==> src/rtl/rdt_pkg.sv <==
// shared types and constants for the radio device tracker table
`timescale 1ns / 1ps
`default_nettype none

package rdt_pkg;

   localparam int INDEX_W   = 6;
   localparam int COUNT_W   = 6;
   localparam int ADDR_BITS = 48;
   localparam int MCAST_BIT = 40;
   localparam logic [15:0] COUNT_MAX = 16'hFFFF;
   localparam logic [31:0] WINDOW_RESET = 32'h0000_0001;

   typedef enum logic [1:0] {
      OP_OBSERVE = 2'd0,
      OP_WINDOW  = 2'd1,
      OP_CLEAR   = 2'd2,
      OP_READ    = 2'd3
   } op_type;

   typedef enum logic [2:0] {
      ST_UPDATED   = 3'd0,
      ST_INSERTED  = 3'd1,
      ST_FULL      = 3'd2,
      ST_MCAST     = 3'd3,
      ST_WINDOW    = 3'd4,
      ST_CLEARED   = 3'd5,
      ST_READ_OK   = 3'd6,
      ST_BAD_INDEX = 3'd7
   } status_type;

   typedef enum logic {
      KIND_WIFI = 1'b0,
      KIND_BLE  = 1'b1
   } kind_type;

   typedef struct packed {
      logic                  kind;
      logic [ADDR_BITS-1:0]  address;
      logic signed [7:0]     rssi;
      logic [7:0]            channel;
      logic [31:0]           first_seen;
      logic [31:0]           last_seen;
      logic [31:0]           last_window;
      logic [15:0]           observations;
      logic [15:0]           windows_seen;
   } entry_type;

   typedef struct packed {
      op_type                operation;
      logic                  device_kind;
      logic [ADDR_BITS-1:0]  device_address;
      logic signed [7:0]     signal_strength;
      logic [7:0]            radio_channel;
      logic [31:0]           time_ms;
      logic [INDEX_W-1:0]    read_index;
   } req_word_type;

   typedef struct packed {
      status_type            status;
      logic [INDEX_W-1:0]    entry_index;
      logic [COUNT_W-1:0]    entry_count;
      logic                  entry_kind;
      logic [ADDR_BITS-1:0]  entry_address;
      logic signed [7:0]     entry_rssi;
      logic [7:0]            entry_channel;
      logic [31:0]           entry_first_seen;
      logic [31:0]           entry_last_seen;
      logic [15:0]           entry_observations;
      logic [15:0]           entry_windows_seen;
   } rsp_word_type;

   typedef struct packed {
      logic       capture;
      logic       scan_start;
      logic       scan_next;
      logic       read_index;
      logic       load_hit;
      logic       load_read;
      logic       load_fresh;
      logic       commit;
      status_type status;
   } ctrl_cmd_type;

   typedef struct packed {
      op_type operation;
      logic   mcast;
      logic   ridx_ok;
      logic   count_zero;
      logic   count_full;
      logic   hit;
      logic   scan_last;
      logic   out_free;
   } dp_stat_type;

endpackage

`default_nettype wire

==> src/rtl/rdt_ctrl.sv <==
// controller state machine for the device tracker table
`timescale 1ns / 1ps
`default_nettype none

module rdt_ctrl
   import rdt_pkg::*;
(
   input  logic         clock,
   input  logic         reset,
   input  logic         req_valid,
   output logic         req_ready,
   input  dp_stat_type  stat,
   output ctrl_cmd_type cmd
);

   typedef enum logic [4:0] {
      S_IDLE   = 5'b00001,
      S_DECODE = 5'b00010,
      S_SCAN   = 5'b00100,
      S_READ   = 5'b01000,
      S_COMMIT = 5'b10000
   } state_type;

   state_type  state_ff, state_in;
   status_type status_ff, status_in;

   always_comb begin
      state_in  = state_ff;
      status_in = status_ff;
      cmd       = '0;
      cmd.status = status_ff;
      req_ready = 1'b0;
      unique case (state_ff)
         S_IDLE: begin
            req_ready = 1'b1;
            if (req_valid) begin
               cmd.capture = 1'b1;
               state_in    = S_DECODE;
            end
         end
         S_DECODE: begin
            state_in = S_COMMIT;
            unique case (stat.operation)
               OP_WINDOW: status_in = ST_WINDOW;
               OP_CLEAR:  status_in = ST_CLEARED;
               OP_READ: begin
                  if (stat.ridx_ok) begin
                     cmd.read_index = 1'b1;
                     status_in      = ST_READ_OK;
                     state_in       = S_READ;
                  end else begin
                     status_in = ST_BAD_INDEX;
                  end
               end
               OP_OBSERVE: begin
                  if (stat.mcast) begin
                     status_in = ST_MCAST;
                  end else if (stat.count_zero) begin
                     cmd.load_fresh = 1'b1;
                     status_in      = ST_INSERTED;
                  end else begin
                     cmd.scan_start = 1'b1;
                     state_in       = S_SCAN;
                  end
               end
               default: status_in = ST_WINDOW;
            endcase
         end
         S_SCAN: begin
            if (stat.hit) begin
               cmd.load_hit = 1'b1;
               status_in    = ST_UPDATED;
               state_in     = S_COMMIT;
            end else if (!stat.scan_last) begin
               cmd.scan_next = 1'b1;
            end else if (stat.count_full) begin
               status_in = ST_FULL;
               state_in  = S_COMMIT;
            end else begin
               cmd.load_fresh = 1'b1;
               status_in      = ST_INSERTED;
               state_in       = S_COMMIT;
            end
         end
         S_READ: begin
            cmd.load_read = 1'b1;
            state_in      = S_COMMIT;
         end
         S_COMMIT: begin
            if (stat.out_free) begin
               cmd.commit = 1'b1;
               state_in   = S_IDLE;
            end
         end
         default: state_in = S_IDLE;
      endcase
   end

   always_ff @(posedge clock) begin
      if (reset) begin
         state_ff  <= S_IDLE;
         status_ff <= ST_UPDATED;
      end else begin
         state_ff  <= state_in;
         status_ff <= status_in;
      end
   end

   a_accept_decode: assert property (@(posedge clock) disable iff (reset)
      (req_valid && req_ready) |=> (state_ff == S_DECODE))
      else $error("accepted word did not move to decode");

   a_commit_returns: assert property (@(posedge clock) disable iff (reset)
      cmd.commit |=> req_ready)
      else $error("commit did not return to idle");

endmodule

`default_nettype wire

==> config.mk <==
export PLATFORM = sky130hd
export DESIGN_NAME = rdt_ctrl
export DESIGN_NICKNAME = d
export VERILOG_FILES = /design/src/rtl/rdt_pkg.sv /design/src/rtl/rdt_ctrl.sv
export SDC_FILE = /design/constraint.sdc
export NUM_CORES = 1
export LEC_CHECK = 0
export BUFFER_PORTS_ARGS = -buffer_cell sky130_fd_sc_hd__buf_2
export CORE_UTILIZATION = 43
export DETAILED_ROUTE_END_ITERATION = 10
export PLACE_DENSITY = 0.71
export SYNTH_ARGS = -nofsm -noshare
export SYNTH_HDL_FRONTEND = slang
export SYNTH_SLANG_ARGS = --single-unit
==> constraint.sdc <==
create_clock -name clock -period 1.4 [get_ports clock]
set_clock_uncertainty 0.2 [all_clocks]
set_input_delay 0.21 -clock clock [delete_from_list [all_inputs] [get_ports clock]]
set_output_delay 0.21 -clock clock [all_outputs]
set_load 0.02 [all_outputs]
---- Yosys cells after proc, flatten, opt, wreduce, memory -nomap -nowiden ----
Index checks and enable logic that the tools add are counted.
storage, ports and cells
  register bits after elaboration ......... 8
  latch bits .............................. 0
  memory bits (writable) .................. 0
  memory bits (read-only) ................. 0
  input port bits ......................... 12
  memories kept ........................... 0
cells by class
  $add $sub $neg .......................... 0
  multiply operators ...................... 0
  div/mod/pow operators ................... 0
  order comparisons ....................... 0
  equality and inequality tests ........... 12
  shifts and indexed selects .............. 0
  muxes and demuxes ....................... 42
  bitwise gates (word level) .............. 0
  reduce and logical (&&, ||, !) cells .... 4
operators with widths
  operator            number
  $mux 5              7
  $mux 1              25
  $pmux 5 s5          1
  $mux 3              4
  $pmux 3 s4          1
  $pmux 5 s2          1
  $pmux 3 s2          1
  $reduce_and 3->1    2
  $eq 5x1->1 const B  1
  $eq 5x2->1 const B  1
  $eq 5x3->1 const B  1
  $eq 5x4->1 const B  1
  $eq 5x5->1 const B  1
  $eq 2x2->1 const B  2
  $ne 2x2->1 const B  2
  $ne 4x4->1 const B  1
  $ne 3x3->1 const B  1
  $eq 2x1->1 const B  1
  $logic_not 2->1     1
  $mux 2              1
  $pmux 1 s2          1
  $reduce_bool 2->1   1

---- Logic depth before layout (Yosys ltp) ----
  word-level depth ........................ 4
  depth in mapped cells ................... 6

---- Worst setup path before layout ----
No wires, ideal clock.
  kind .................................... register to output
  start point ............................. reg state_ff[4]
  end point ............................... out cmd[3] (netlist bit)
  arrival ................................. 1.242 ns
  path slack .............................. -0.252 ns
  cell stages (with the launch flop) ...... 3
  buffers on the path ..................... 0
  path through ............................ dfxtp_1 -> nand2_1 -> nor4b_1
RTL lines
  item                    line             source
  start, declared         rdt_ctrl.sv:24   state_type state_ff, state_in;
  start signal, assigned  rdt_ctrl.sv:104  state_ff <= state_in;
  end, declared           rdt_ctrl.sv:13   output ctrl_cmd_type cmd

==> summary.md <==
| Metric | Value |
|---|---|
| Fraction of final layout cells with drive strength greater than 1 | 59.3% |
| Number of buffers and inverters on the critical path | 2 |
| Cell count after synthesis | between 80 and 90 |
| Classification of the worst setup path | reg -> out |
| H-tree lvl count | 1 |
| Final estimated routing congestion in global placement | 0.812 |
| YS warnings | 0 |
| CP cell instances | nor3_4, and2_4, inv_2, o21ai_4, buf_6 |
| # fillers | 75 |
| Cell Pwr Density | 555 mW/mm2 |
| Number of nets in the finished design | 154 |
| Total number of vias | 884 |
| Adder and majority cell fraction of the synthesized area | 9.33% |
| I/O pins | 24 |
| Post-Layout Inst Area | 0.00122 mm2 |
| Clock slew seen by the registers of the worst setup and hold paths | roughly 50 ps |
| Clock buffers created by TritonCTS | 3 |
| Final worst-path cycle share | 126% |
| Top cells by count, synth | dfxtp_1 (8), inv_1 (7), nand2_1 (6) |
| Kind of cell with the highest combined delay on the critical path | simple AND/OR/NAND/NOR gates |
| Die outline width | 41.5 um |
| Cell depth of the worst min-delay path | 2 |
| Die span in y | slightly above 40 um |
| Via count of the first global-routing pass | 758 |
| Number of inserted diodes | 0 |
| Hold violation total from the final report | 0 |
| Leakage power of the design | 0.548 nW |
| Highest cell delay on the worst timing path | 360 ps |
| Remaining max-slew budget at the tightest pin | approximately four fifths |
| Share of the yosys chip area belonging to registers | 23.9% |
| Tmin final | 1760 ps |
| Data required time of the worst path | 990 ps |
| # clock sinks | 8 |
| Total of flip-flops plus latches after synthesis | 8 |
| Fraction of synthesized area in multiplexers | 4.48% |
| Wire length after detailed routing | 2.31 mm |
| Hold/Removal Path Class | in -> reg |
| Peak supply drop | 0.619 mV |
| EDFF count, synth | 0 |
| Fraction of registers with async set or reset after synthesis | 0% |
| Xor-xnor portion of the synthesized cell area | 0% |
| Overall overflow remaining after global route | 0 |
| Post-Place Cell Area | 953 um2 |
| Final number of max-transition violations | 0 |
| Routed WL per cell | 15.4 um |
| GRT Overall Usage | 25.0% |
| Clock latency at the later pin of the worst-skew pair | about 260 ps |
| Area used by multi-input combinational logic | 574 um2 |
| Number of rows created at floorplan | 13 |
| Cell Count Post-Placement | 138 |
| Largest family of logic cells by synthesized area | simple AND/OR/NAND/NOR gates |
| Most frequent cell after synthesis | dfxtp_1 |
| End-of-flow core utilization | 88.1% |
| Drt pass-1 iters | 4 |
| Crit-path slowest cell | dfxtp_4 |
| Worst-case register-to-register setup slack | -180 ps |
| Number of input and output port buffers inserted | 23 |
| Effective utilization at floorplan | 48.5% |
| Status | finished, violations left |
| Worst Tran Pin Value | 321 ps |
| Post-Layout Cell Count | 150 |
| Ys flop type | dfxtp_1 |
| Top fanout value on the critical path | 4 |
| Violations in the final reports | negative setup slack |
| Layout Area Growth over Synthesis | 81.5% |
| DR vias/cell | 5.89 |
| Cell area after technology mapping | 671 um2 |
| Kind of start point of the critical path | flop |
| Origin of the critical flop-to-flop path | state_ff[0] |
| Worst-case setup margin in the final layout | -363 ps |
| Wire length of the first global-routing pass | 3.37 mm |
| Number of antenna-violating nets in the routed design | 0 |
| Post-synthesis share of cell area spent on and, or, nand and nor gates | 38.2% |
| FF+latch area | 179 um2 |
| Clock root buffer | clkbuf_4 |
| Area of the die | 0.00172 mm2 |
| Count of final setup violators | 16 |
| Fin Setup TNS | -3060 ps |
| Largest net degree at the start of global routing | 7 |
| Synth Area in Compound Gates | 16.8% |
| Maximum capacitance violations | 0 |
| Path depth of the worst reg2reg path | 7 |
| CTS tree | done |
| Setup repair after global routing missed its margin | yes |
| Logic depth of the worst path, buffers included | 5 |
| Crit. End Element | output port |
| Most area-consuming cells after synthesis | dfxtp_1 (24%), ha_1 (9.3%), mux2i_1 (4.5%) |
| Half-perimeter wire length after detailed placement | about 1.4 mm |
| Startpoint of the worst hold path | req_valid |
| Area of the placeable core | 0.00138 mm2 |
| Count of distinct cell types in the synthesized netlist | 34 |
| Syn Nets | slightly above 100 |
| Fmax | roughly 0.57 GHz |
| Post-synthesis cell type with the largest combined area | dfxtp_1 |
| Fraction of synthesized cell area taken by the top area cell type | 23.9% |
| Per-instance average area after synthesis | 7.80 um2 |
| Number of antenna violations at the first check in global routing | 0 |
| CTS max path bufs | 2 |
| Crit. Startpoint | state_ff[3] |
| CP arrival | 1350 ps |
| Drt initial violations | 34 |
| # DRC | 0 |
cells by family (layout without fill, tap and decap cells):
group,Yosys count,in the layout
multiplexers,3,3
flip-flops,8,8
buffers and inverters,10,59
adder cells (fa/ha/maj),5,5
AO/OA/AOI/OAI,18,18
AND/OR/NAND/NOR,42,42
metal layers:
layer / up-vias / part of all wire, % / global-route usage (%)
met4: 0 / 2.1 / 7.10
li1: 410 / - / -
met5: - / 0 / 0
met3: 12 / 8.1 / 5.65
met1: 407 / 40 / 33.9
met2: 55 / 49 / 39.4
power breakdown:
part | leakage [nW] | total [mW] | internal [mW] | switching [mW]
sequential | 0.0682 | 0.245 | 0.232 | 0.0132
clock | 0.0138 | 0.183 | 0.0985 | 0.0843
combinational | 0.466 | 0.248 | 0.133 | 0.115
total | 0.548 | 0.676 | 0.463 | 0.213
cell usage in the layout, fill, tap and decap left out, types with 2 or more instances in the layout:
cell type / n
a21oi_1: 3
and2_4: 3
and3_4: 3
buf_2: 14
buf_4: 18
buf_6: 14
clkbuf_4: 3
dfxtp_1: 3
dfxtp_4: 5
ha_1: 5
inv_1: 5
inv_2: 3
mux2i_1: 3
nand2_1: 3
nand2_2: 2
nand2b_1: 2
nand3b_1: 3
nand4_1: 3
nor2_1: 5
nor3_1: 3
o2111ai_1: 2
o211ai_1: 2
o21ai_0: 3
o21ai_1: 2
through the flow:
step | hold slack [ps] | setup slack (ps) | total power, mW
2_1_floorplan | 71.7 | -62.7 | 0.347
3_3_place_gp | 187 | -86.6 | 0.423
3_5_place_dp | 190 | -97.2 | 0.427
4_1_cts | 28.7 | -337 | 0.636
5_1_grt | 30.2 | -407 | 0.716
6_report | 30.0 | -363 | 0.676
repair_timing:
action / CTS / global route
hold buffers: 1 / 0
gates cloned: 0 / 0
hold endpoints to repair: 1 / 0
gates resized for setup: 40 / 5
setup buffers: 4 / 5
setup endpoints to repair: 14 / 16
pin swaps: 12 / 6
path summary, 6_finish.rpt:
| check | endpoint |
|---|---|
| max | cmd[4] |
| min | state_ff[1] |
| max reg2reg | status_ff[0] |
| min reg2reg | status_ff[2] |
state kept, by name (all words and copies together) (netlist names):
signal,count
status_ff,3
state_ff,5
area by class of cell:
class | count | area share [%]
Multi-Input combinational cell | 68 | 47.2
Timing Repair Buffer | 48 | 32.3
Sequential cell | 8 | 14.7
Inverter | 8 | 2.47
Clock buffer | 3 | 1.85
Tap cell | 15 | 1.54
Power figures use the tool's default switching activity.
